<file path="src/hdl/ftr_pkg.sv">
// Shared types and constants for the fat-tree route computation unit.
// No dependencies; used by the route core, the top level and the checker.
package ftr_pkg;

  localparam int NUM_PORTS     = 8;
  localparam int NUM_DOWN      = 4;
  localparam int PORT_W        = 4;
  localparam int HEAD_PORT_W   = 3;
  localparam int CFG_IDX_W     = 2;
  localparam int CREDIT_W_DEF  = 4;
  localparam int ADDR_W_DEF    = 4;

  localparam logic [PORT_W-1:0] PORT_QDN = 4'd8;
  localparam logic [PORT_W-1:0] PORT_QUP = 4'd9;

  typedef enum logic [CFG_IDX_W-1:0] {
    CFG_ROUTER_LEVEL = 2'd0,
    CFG_RANGE_LOW    = 2'd1,
    CFG_RANGE_HIGH   = 2'd2
  } cfg_idx_t;

  typedef struct packed {
    logic up_full;
    logic down_full;
    logic up_empty;
    logic down_empty;
  } qstat_t;

  typedef struct packed {
    logic                   valid;
    logic [HEAD_PORT_W-1:0] port;
  } head_req_t;

endpackage

</file>
<file path="src/hdl/ftr_route_core.sv">
// Combinational route computation for all eight inputs and both queue heads.
// Depends on ftr_pkg for port codes, queue status and head request types.
module ftr_route_core #(
  parameter int CREDIT_WIDTH = ftr_pkg::CREDIT_W_DEF,
  parameter int ADDR_WIDTH   = ftr_pkg::ADDR_W_DEF
) (
  input  logic                                          router_level,
  input  logic [ADDR_WIDTH-1:0]                         range_low,
  input  logic [ADDR_WIDTH-1:0]                         range_high,
  input  logic [ftr_pkg::NUM_PORTS-1:0]                 request_mask,
  input  logic [ftr_pkg::NUM_PORTS*ADDR_WIDTH-1:0]      dest_packed,
  input  logic [ftr_pkg::NUM_PORTS*CREDIT_WIDTH-1:0]    credits_packed,
  input  ftr_pkg::qstat_t                               qstat,
  input  logic [ADDR_WIDTH-1:0]                         up_head_dest,
  input  logic [ADDR_WIDTH-1:0]                         down_head_dest,
  input  logic [ADDR_WIDTH-1:0]                         held_up,
  input  logic [ADDR_WIDTH-1:0]                         held_down,
  output logic [ftr_pkg::NUM_PORTS-1:0]                 grant_mask,
  output logic [ftr_pkg::NUM_PORTS*ftr_pkg::PORT_W-1:0] port_packed,
  output logic [ADDR_WIDTH-1:0]                         up_target,
  output logic [ADDR_WIDTH-1:0]                         down_target,
  output ftr_pkg::head_req_t                            up_head_req,
  output ftr_pkg::head_req_t                            down_head_req
);
  import ftr_pkg::*;

  // Maps a destination to its down port; valid is low when the port is outside 0..7.
  function automatic head_req_t map_down(input logic level, input logic [ADDR_WIDTH-1:0] low,
                                         input logic [ADDR_WIDTH-1:0] dest);
    logic signed [ADDR_WIDTH+1:0] t;
    logic [ADDR_WIDTH-1:0]        q;
    head_req_t                    m;
    t = $signed({2'b00, low}) - $signed({2'b00, dest}) + $signed((ADDR_WIDTH+2)'(3));
    q = dest >> 2;
    if (level) begin
      m.valid = (q <= ADDR_WIDTH'(3));
      m.port  = 3'd3 - {1'b0, q[1:0]};
    end else begin
      m.valid = (t[ADDR_WIDTH+1:3] == '0);
      m.port  = t[2:0];
    end
    return m;
  endfunction

  logic [CREDIT_WIDTH-1:0] cred [NUM_PORTS];
  logic [NUM_PORTS-1:0]    cred_nz;
  logic [ADDR_WIDTH-1:0]   lane_dest [NUM_PORTS];
  head_req_t               lane_map [NUM_PORTS];
  logic [NUM_PORTS-1:0]    lane_local;
  logic [NUM_PORTS-1:0]    lane_direct;

  for (genvar g = 0; g < NUM_PORTS; g++) begin : g_lane
    assign cred[g]        = credits_packed[g*CREDIT_WIDTH +: CREDIT_WIDTH];
    assign cred_nz[g]     = |cred[g];
    assign lane_dest[g]   = dest_packed[g*ADDR_WIDTH +: ADDR_WIDTH];
    assign lane_map[g]    = map_down(router_level, range_low, lane_dest[g]);
    assign lane_local[g]  = (lane_dest[g] >= range_low) && (lane_dest[g] <= range_high);
    assign lane_direct[g] = lane_map[g].valid && cred_nz[lane_map[g].port];
  end

  // Up port with the most credits; the lower port wins ties.
  logic                    pick_a;
  logic                    pick_b;
  logic                    pick_hi;
  logic [CREDIT_WIDTH-1:0] cred_a;
  logic [CREDIT_WIDTH-1:0] cred_b;
  logic [CREDIT_WIDTH-1:0] best_cred;
  logic [1:0]              best_idx;
  logic [PORT_W-1:0]       best_port;

  always_comb begin
    pick_a    = cred[5] > cred[4];
    pick_b    = cred[7] > cred[6];
    cred_a    = pick_a ? cred[5] : cred[4];
    cred_b    = pick_b ? cred[7] : cred[6];
    pick_hi   = cred_b > cred_a;
    best_cred = pick_hi ? cred_b : cred_a;
    best_idx  = pick_hi ? {1'b1, pick_b} : {1'b0, pick_a};
    best_port = {2'b01, best_idx};
  end

  always_comb begin
    grant_mask  = '0;
    port_packed = '0;
    up_target   = held_up;
    down_target = held_down;
    for (int i = 0; i < NUM_PORTS; i++) begin
      if (request_mask[i]) begin
        if (lane_local[i]) begin
          if (lane_direct[i]) begin
            grant_mask[i]                 = 1'b1;
            port_packed[i*PORT_W +: PORT_W] = {1'b0, lane_map[i].port};
          end else if (i < NUM_DOWN) begin
            if (!qstat.down_full) begin
              grant_mask[i]                 = 1'b1;
              port_packed[i*PORT_W +: PORT_W] = PORT_QDN;
              down_target                   = lane_dest[i];
            end
          end else begin
            if (!qstat.up_full) begin
              grant_mask[i]                 = 1'b1;
              port_packed[i*PORT_W +: PORT_W] = PORT_QUP;
              up_target                     = lane_dest[i];
            end
          end
        end else if (best_cred != '0) begin
          grant_mask[i]                 = 1'b1;
          port_packed[i*PORT_W +: PORT_W] = best_port;
        end
      end
    end
  end

  head_req_t up_map;
  head_req_t down_map;

  always_comb begin
    up_map             = map_down(router_level, range_low, up_head_dest);
    down_map           = map_down(router_level, range_low, down_head_dest);
    up_head_req.valid  = !qstat.up_empty && up_map.valid && cred_nz[up_map.port];
    up_head_req.port   = up_head_req.valid ? up_map.port : '0;
    down_head_req.valid = !qstat.down_empty && down_map.valid && cred_nz[down_map.port];
    down_head_req.port = down_head_req.valid ? down_map.port : '0;
  end

endmodule

</file>
<file path="src/hdl/fat_tree_route_compute_unit.sv">
// Top level of the fat-tree route computation unit: configuration registers,
// input register, result register and held queue targets; uses ftr_pkg and ftr_route_core.
//
//   channel | handshake            | carries
//   --------+----------------------+---------------------------------------------
//   cfg     | cfg_we               | router_level, range_low, range_high writes
//   in      | in_valid / in_ready  | request mask, destinations, credits, queues
//   out     | out_valid / out_ready| grants, ports, queue targets, head requests
//
// One transaction per cycle while out_ready holds; each input passes the input register, then the result register.
// The path from the input register to the result register is the route core alone.
// The result register stalls on out_ready; while the result waits the input register
// still takes one transaction, and then in_ready stays low until out_ready returns.
// Reset is synchronous; it clears the valids and held targets and restores the
// configuration defaults.
module fat_tree_route_compute_unit #(
  parameter int CREDIT_WIDTH = ftr_pkg::CREDIT_W_DEF,
  parameter int ADDR_WIDTH   = ftr_pkg::ADDR_W_DEF
) (
  input  logic                                          clk,
  input  logic                                          rst_n,
  input  logic                                          cfg_we,
  input  logic [ftr_pkg::CFG_IDX_W-1:0]                 cfg_index,
  input  logic [ADDR_WIDTH-1:0]                         cfg_wdata,
  input  logic                                          in_valid,
  output logic                                          in_ready,
  input  logic [ftr_pkg::NUM_PORTS-1:0]                 in_request_mask,
  input  logic [ftr_pkg::NUM_PORTS*ADDR_WIDTH-1:0]      in_dest_packed,
  input  logic [ftr_pkg::NUM_PORTS*CREDIT_WIDTH-1:0]    in_credits_packed,
  input  logic                                          in_up_queue_full,
  input  logic                                          in_down_queue_full,
  input  logic                                          in_up_queue_empty,
  input  logic                                          in_down_queue_empty,
  input  logic [ADDR_WIDTH-1:0]                         in_up_head_dest,
  input  logic [ADDR_WIDTH-1:0]                         in_down_head_dest,
  output logic                                          out_valid,
  input  logic                                          out_ready,
  output logic [ftr_pkg::NUM_PORTS-1:0]                 out_grant_valid_mask,
  output logic [ftr_pkg::NUM_PORTS*ftr_pkg::PORT_W-1:0] out_port_packed,
  output logic [ADDR_WIDTH-1:0]                         out_up_queue_target,
  output logic [ADDR_WIDTH-1:0]                         out_down_queue_target,
  output logic                                          out_up_head_req_valid,
  output logic [ftr_pkg::HEAD_PORT_W-1:0]               out_up_head_req_port,
  output logic                                          out_down_head_req_valid,
  output logic [ftr_pkg::HEAD_PORT_W-1:0]               out_down_head_req_port
);
  import ftr_pkg::*;

  logic                  level_r;
  logic [ADDR_WIDTH-1:0] range_low_r;
  logic [ADDR_WIDTH-1:0] range_high_r;

  always_ff @(posedge clk) begin
    if (!rst_n) begin
      level_r      <= 1'b0;
      range_low_r  <= ADDR_WIDTH'(0);
      range_high_r <= ADDR_WIDTH'(3);
    end else if (cfg_we) begin
      unique case (cfg_idx_t'(cfg_index))
        CFG_ROUTER_LEVEL: level_r      <= cfg_wdata[0];
        CFG_RANGE_LOW:    range_low_r  <= cfg_wdata;
        CFG_RANGE_HIGH:   range_high_r <= cfg_wdata;
        default: ;
      endcase
    end
  end

  logic                               s1_v_r;
  logic                               s1_v_nxt;
  logic [NUM_PORTS-1:0]               s1_req_r;
  logic [NUM_PORTS*ADDR_WIDTH-1:0]    s1_dest_r;
  logic [NUM_PORTS*CREDIT_WIDTH-1:0]  s1_cred_r;
  qstat_t                             s1_qstat_r;
  logic [ADDR_WIDTH-1:0]              s1_up_head_r;
  logic [ADDR_WIDTH-1:0]              s1_down_head_r;
  logic                               out_v_r;
  logic                               out_v_nxt;
  logic                               in_fire;
  logic                               s1_adv;

  assign s1_adv   = s1_v_r && (!out_v_r || out_ready);
  assign in_ready = !s1_v_r || s1_adv;
  assign in_fire  = in_valid && in_ready;

  always_comb begin
    s1_v_nxt  = in_fire ? 1'b1 : (s1_adv ? 1'b0 : s1_v_r);
    out_v_nxt = s1_adv ? 1'b1 : (out_ready ? 1'b0 : out_v_r);
  end

  always_ff @(posedge clk) begin
    if (!rst_n) begin
      s1_v_r  <= 1'b0;
      out_v_r <= 1'b0;
    end else begin
      s1_v_r  <= s1_v_nxt;
      out_v_r <= out_v_nxt;
    end
  end

  always_ff @(posedge clk) begin
    if (in_fire) begin
      s1_req_r       <= in_request_mask;
      s1_dest_r      <= in_dest_packed;
      s1_cred_r      <= in_credits_packed;
      s1_qstat_r     <= '{up_full: in_up_queue_full, down_full: in_down_queue_full,
                          up_empty: in_up_queue_empty, down_empty: in_down_queue_empty};
      s1_up_head_r   <= in_up_head_dest;
      s1_down_head_r <= in_down_head_dest;
    end
  end

  logic [NUM_PORTS-1:0]        grant_nxt;
  logic [NUM_PORTS*PORT_W-1:0] ports_nxt;
  logic [ADDR_WIDTH-1:0]       held_up_r;
  logic [ADDR_WIDTH-1:0]       held_down_r;
  logic [ADDR_WIDTH-1:0]       held_up_nxt;
  logic [ADDR_WIDTH-1:0]       held_down_nxt;
  head_req_t                   up_req_nxt;
  head_req_t                   down_req_nxt;

  ftr_route_core #(
    .CREDIT_WIDTH(CREDIT_WIDTH),
    .ADDR_WIDTH  (ADDR_WIDTH)
  ) u_core (
    .router_level  (level_r),
    .range_low     (range_low_r),
    .range_high    (range_high_r),
    .request_mask  (s1_req_r),
    .dest_packed   (s1_dest_r),
    .credits_packed(s1_cred_r),
    .qstat         (s1_qstat_r),
    .up_head_dest  (s1_up_head_r),
    .down_head_dest(s1_down_head_r),
    .held_up       (held_up_r),
    .held_down     (held_down_r),
    .grant_mask    (grant_nxt),
    .port_packed   (ports_nxt),
    .up_target     (held_up_nxt),
    .down_target   (held_down_nxt),
    .up_head_req   (up_req_nxt),
    .down_head_req (down_req_nxt)
  );

  // The held targets double as the result register for the queue targets.
  always_ff @(posedge clk) begin
    if (!rst_n) begin
      held_up_r   <= '0;
      held_down_r <= '0;
    end else if (s1_adv) begin
      held_up_r   <= held_up_nxt;
      held_down_r <= held_down_nxt;
    end
  end

  logic [NUM_PORTS-1:0]        out_grant_r;
  logic [NUM_PORTS*PORT_W-1:0] out_ports_r;
  head_req_t                   out_up_req_r;
  head_req_t                   out_down_req_r;

  always_ff @(posedge clk) begin
    if (s1_adv) begin
      out_grant_r    <= grant_nxt;
      out_ports_r    <= ports_nxt;
      out_up_req_r   <= up_req_nxt;
      out_down_req_r <= down_req_nxt;
    end
  end

  assign out_valid               = out_v_r;
  assign out_grant_valid_mask    = out_grant_r;
  assign out_port_packed         = out_ports_r;
  assign out_up_queue_target     = held_up_r;
  assign out_down_queue_target   = held_down_r;
  assign out_up_head_req_valid   = out_up_req_r.valid;
  assign out_up_head_req_port    = out_up_req_r.port;
  assign out_down_head_req_valid = out_down_req_r.valid;
  assign out_down_head_req_port  = out_down_req_r.port;

endmodule

</file>
<file path="config.mk">
export PLATFORM = sky130hd
export DESIGN_NAME = fat_tree_route_compute_unit
export DESIGN_NICKNAME = d
export VERILOG_FILES = /design/src/hdl/ftr_pkg.sv /design/src/hdl/ftr_route_core.sv /design/src/hdl/fat_tree_route_compute_unit.sv
export SDC_FILE = /design/constraint.sdc
export NUM_CORES = 1
export LEC_CHECK = 0
export BUFFER_PORTS_ARGS = -buffer_cell sky130_fd_sc_hd__buf_2
export CAP_MARGIN = 0
export CELL_PAD_IN_SITES_DETAIL_PLACEMENT = 0
export CELL_PAD_IN_SITES_GLOBAL_PLACEMENT = 1
export CORE_ASPECT_RATIO = 1.4
export CORE_MARGIN = 2
export CORE_UTILIZATION = 50
export DETAILED_ROUTE_END_ITERATION = 6
export GPL_TIMING_DRIVEN = 0
export PLACE_DENSITY_LB_ADDON = 0.25
export SLEW_MARGIN = 20
export SYNTH_ARGS = -nofsm -noshare
export SYNTH_HDL_FRONTEND = slang
export SYNTH_SLANG_ARGS = --single-unit
</file>
<file path="constraint.sdc">
create_clock -name clk -period 10.6 [get_ports clk]
set_input_delay 0 -clock clk [delete_from_list [all_inputs] [get_ports clk]]
set_output_delay 0 -clock clk [all_outputs]
set_load 0.01 [all_outputs]
</file>
### After elaboration in Yosys (flattened, before gate mapping)

Index checks and enable logic that the tools add are counted.

* $add $sub $neg: 30
* magnitude comparators: 39
* equal/unequal tests: 2
* mux-type cells: 108
* reduce and logical (&&, ||, !) cells: 53

Operators with widths (count)
* two-way mux 4 bit: 63
* adder 6 x 3 -> 6 bit, second input constant: 10
* subtractor 4 x 4 -> 5 bit: 10
* < comparator 3 x 4 -> 1 bit, second input constant: 10
* two-way mux 1 bit: 33
* >= comparator 4 bit: 8
* less-or-equal comparator 4 bit: 8
* OR reduction 4 bit: 8
* binary-select mux 1 bit (select 3 bit): 10
* logical NOT 3 bit: 10
* subtractor 2 x 2 -> 3 bit, first input constant: 10
* logical AND 1 bit: 22
* less-or-equal comparator 2 bit, second input constant: 10
* > comparator 4 bit: 3
* AND reduction 2 bit: 3
* logical NOT 1 bit: 4
* nonzero test 2 bit: 2
* nonzero test 4 bit: 1
* two-way mux 3 bit: 1
* equality test 2 x 1 -> 1 bit, second input constant: 1
* equality test 2 bit, second input constant: 1
* logical NOT 2 bit: 1
* logical OR 1 bit: 2
* two-way mux 2 bit: 1

* flip-flop bits (word level): 151
* input port bits: 95
* output and inout port bits: 58
* word-level logic and storage cells: 268

### Logic depth before layout (Yosys ltp)

* depth in word-level cells: 22
* depth in mapped cells: 18
* gate-level depth less buffers: 17

### Cells and area by module

Synthesis repeated with hierarchy kept, for this count alone.

* cells, all modules: 943
* area, all modules: 10416.2 um2

Modules (own cells, without submodules)
* ftr_route_core: instances 1, cells each 732, area an instance 5711.7 um2, sequential area each 0.0 um2
* fat_tree_route_compute_unit: instances 1, cells each 211, area an instance 4704.5 um2, sequential area each 4344.2 um2

### Worst setup path before layout

Ideal clock, no wire load.

* path kind: flip-flop to flip-flop
* from: register s1_cred_r[29]
* to: register out_ports_r[14], in the netlist out_port_packed[14] (data pin)
* library setup time: 255 ps
* arrival time: 3829 ps
* data required time: 10345 ps
* path slack: 6516 ps
* stages on the path, launching flop included: 17
* buffers on the path: 1
* clock period less this slack: 4084 ps
* path through: edfxtp_1 > ha_1 > nor2b_1 > o21a_1 > o21a_1 > o21ai_1 > mux2_2 > ha_1 > nor2b_1 > o21a_1 > o21a_1 > o21ai_0 > a211oi_1 > a21oi_1 > clkbuf_1 > o32ai_1 > and2_1

* longest elaborated chain between the ends: 7
* elaborated cells between the ends (all ways): 12
* classes of those cells: order compare: 2; mux: 7; reduce/logical: 3

Ends and longest elaborated chain
* start, declared: line fat_tree_route_compute_unit.sv:72 `logic [NUM_PORTS*CREDIT_WIDTH-1:0] s1_cred_r;`
* start signal, assigned: line fat_tree_route_compute_unit.sv:104 `s1_cred_r <= in_credits_packed;`
* > comparator 4 bit: line ftr_route_core.sv:73 `pick_b = cred[7] > cred[6];`
* two-way mux 4 bit: line ftr_route_core.sv:75 `cred_b = pick_b ? cred[7] : cred[6];`
* > comparator 4 bit: line ftr_route_core.sv:76 `pick_hi = cred_b > cred_a;`
* two-way mux 4 bit: line ftr_route_core.sv:77 `best_cred = pick_hi ? cred_b : cred_a;`
* nonzero test 4 bit: line ftr_route_core.sv:106 `end else if (best_cred != '0) begin`
* two-way mux 3 bit: line ftr_route_core.sv:106
* two-way mux 4 bit (*): line ftr_route_core.sv:89 `if (lane_local[i]) begin`
* end signal, assigned: line fat_tree_route_compute_unit.sv:163 `out_ports_r <= ports_nxt;`
* end, declared: line fat_tree_route_compute_unit.sv:156 `logic [NUM_PORTS*PORT_W-1:0] out_ports_r;`

Every way passes the cells marked *; elsewhere a longest branch is shown, timed or not. The select of a mux whose other input is x is not followed.
A chain may end at the register's enable or synchronous reset.

### Worst setup path in the final report

* from: register s1_cred_r[25]
* to: register out_ports_r[14], in the netlist out_port_packed[14] (data pin)

The elaborated chain is that of the path after synthesis.

==> impl_metrics.ini <==
[drt]
drc = 0
totalWireLength_um = 29000
drtPass1Iterations = 5
wl_per_cell_um = 19.4
via_count = 8553
vias_per_cell = 5.72
drt-initial-drc-count = 533
antenna_left = 0

[floorplan]
row_count = 62
die_w_um = 126
die_area_um2 = 22200
num_io_pins = 153
core_um2 = 20600
start_util = 0.510
dieHeight_um = 175

[layout]
diodes = 0
drive_gt1_frac = 0.200
multi_input_area_um2 = 5620
nNetsFinal = 1427
fillers = 1643
final_common_cell = buf_2
utilization = 0.642
layout_common_cells = buf_2, edfxtp_1, ha_1
synthToLayoutAreaGrowth_pct = 25.9
seqCellArea_um2 = 4350

[clock_network]
clkTransAtPathRegs_ns = 0.06
clock_sinks = 151
htree_num_levels = 4
cts_hold_buf = 93
cts_setup_buffers = 0
cts_made_buffers = 17
post_cts_resized = 0
clock_latency_ns = 0.44
cts-root-buf = clkbuf_16
cts_tree = yes
clockBufferDepth = 2

[power_and_ir_drop]
p_per_area_nw_per_um2 = 139
vdd_drop_max_uv = 115
p_leak_nw = 5.78

[global_route]
grt_pass1_vias = 8651
grt_pass1_wl_um = 44900
antenna_found_initial = 0
overflow = 0
grt_max_degree = 57
gr-usage-all-layers = 0.263

[worst_setup_path]
crit_required_ns = 10.79
critPathLaunch = s1_cred_r[25]
ff2ff_path_depth = 17
crit_type = reg2reg
r2r_start = s1_cred_r[25]
cp-end-kind = flop
r2r_slack_ns = 4.81
critPathMaxFanout = 10
cp-start-kind = flop
reg2reg_to = out_port_packed[14]
arrival_ns = 5.98

[min_path]
hp-start = rst_n
hold_path.class = in2reg
hold_end = out_up_queue_target[3]
hold_path_depth = 5

[sta]
worst_pin_slew_ns = 0.916
min_period_over_period = 0.547
setup_violations = 0
totalNegativeSetupSlack_ns = 0
fin_skew_ns = 0.0123
hold_viol_final = 0
slew_headroom = 0.388
finalMaxSlewViolations = 0
clock.fmax_ghz = 0.173
finalCriticalPeriod_ns = 5.79
rsz0062_at_grt = no

[run]
maxCapViolCount = 0

[logic_synthesis]
ys.flop_type = edfxtp_1
ys_types = 79
syn_area_um2 = 10500
synth.avg_cell_area_um2 = 10.9
ys_ff_latch = 151
synthCells = 958
ys_seq_area_frac = 0.414
synth-async-reset-ratio = 0
synth-edff-count = 132
synthesis.nets = 1159
yosys_warnings = 0

[place]
place_congestion = 0.908
dp.final_hpwl_um = 19900
numPortBuffers = 152

[run_status]
outcome = finished clean
cell type report:
cell class | instances | share of cell area
buffer | 28 | 0.0146
inverter | 95 | 0.0274
multi-input combinational | 684 | 0.425
sequential | 151 | 0.329
tap | 256 | 0.0243
timing repair buffer | 249 | 0.134
clock buffer | 19 | 0.0328
clock inverter | 13 | 0.0129
per-stage QoR:
stage          power (mW)  hold WS, ns  instances  cell area [µm²]  setup WS, ns
2_1_floorplan        1.05       0.0989        958            10500          6.52
3_3_place_gp         1.17        0.176       1366            11600          4.41
3_5_place_dp         1.19        0.178       1370            11700          4.84
4_1_cts              1.84       0.0460       1495            13200          4.83
5_1_grt              1.92       0.0863       1495            13200          4.57
6_report             1.83       0.0383       1495            13200          4.81
flip-flops by register name, indices dropped and copies added, names as in the netlist, 8 cells and up:
name	count
out_port_packed	32
s1_cred_r	32
s1_req_r	8
s1_dest_r	32
out_grant_valid_mask	8
worst max-delay path: stages, from the launching register on:
cell	delay, ns
edfxtp_1	0.39
inv_1	0.06
ha_1	0.30
nor2b_1	0.13
o21a_1	0.16
o21a_1	0.19
o21ai_1	0.56
mux2_2	0.41
ha_1	0.30
nor2b_1	0.13
o21a_1	0.16
o21a_1	0.15
o21ai_0	0.59
a211oi_4	0.25
a21oi_1	0.59
clkbuf_1	0.69
o32ai_1	0.26
and2_1	0.22
worst max-delay path by stage:
stage,cells after the start,slack (ns),end
final,17,4.81,out_port_packed[14]
after global routing,17,4.57,out_port_packed[14]
after CTS,17,4.83,out_port_packed[14]
after detailed placement,17,4.84,out_port_packed[14]
after global placement,16,4.41,out_port_packed[14]
after floorplan,16,6.52,out_port_packed[14]
Yosys cell counts (4+ instances only):
master | instances | share of area
nor3_1 | 7 | 0.0033
nand2b_1 | 9 | 0.0054
and3_1 | 6 | 0.0036
buf_6 | 6 | 0.0064
ha_1 | 96 | 0.11
nor2_1 | 27 | 0.0097
nand2_1 | 55 | 0.020
nor3b_1 | 6 | 0.0043
nor2b_1 | 33 | 0.020
a311o_1 | 5 | 0.0048
a221o_1 | 5 | 0.0048
clkbuf_1 | 15 | 0.0054
nor4_1 | 13 | 0.0078
xor2_1 | 14 | 0.012
a41o_1 | 4 | 0.0038
and2_1 | 13 | 0.0078
edfxtp_1 | 132 | 0.38
a221oi_1 | 6 | 0.0050
nand3b_1 | 7 | 0.0050
a21boi_0 | 9 | 0.0064
xnor2_1 | 19 | 0.016
mux2i_1 | 82 | 0.078
a21oi_1 | 62 | 0.030
o21ai_0 | 23 | 0.011
a31o_2 | 9 | 0.0075
dfxtp_1 | 19 | 0.036
mux2i_4 | 4 | 0.0086
inv_1 | 94 | 0.034
fa_1 | 10 | 0.019
a211oi_1 | 5 | 0.0036
o21ai_1 | 6 | 0.0029
or3_1 | 8 | 0.0048
nand4_1 | 18 | 0.011
mux2_2 | 11 | 0.012
a211o_1 | 5 | 0.0042
a21o_1 | 6 | 0.0043
nand3_1 | 15 | 0.0072
o211ai_1 | 6 | 0.0043
o21a_1 | 25 | 0.018
power by group:
part	leakage (nW)	switching (mW)	internal, mW
Clock	0.291	0.254	0.373
Combinational	4.06	0.270	0.217
Sequential	1.43	0.0257	0.693
Total	5.78	0.550	1.28
per-layer routing:
layer / GRT usage / vias to the layer above / share of wire
met5: 0 / - / 0
met4: 0.112 / 0 / 0.033
met3: 0.0375 / 65 / 0.050
met2: 0.481 / 282 / 0.52
met1: 0.303 / 4089 / 0.40
li1: - / 4117 / -
kinds of logic (layout without fill, tap and decap cells):
family / count (synthesis) / count (layout) / synth area share
and+or+nand+nor: 234 / 234 / 0.124
AOI/OAI and AO/OA: 207 / 207 / 0.138
DFF: 151 / 151 / 0.414
buffers and inverters: 123 / 404 / 0.0525
adders and majority gates: 106 / 106 / 0.134
muxes: 104 / 104 / 0.110
xor gates and xnor gates: 33 / 33 / 0.0276
No activity file was read; power rests on OpenSTA's default activity.
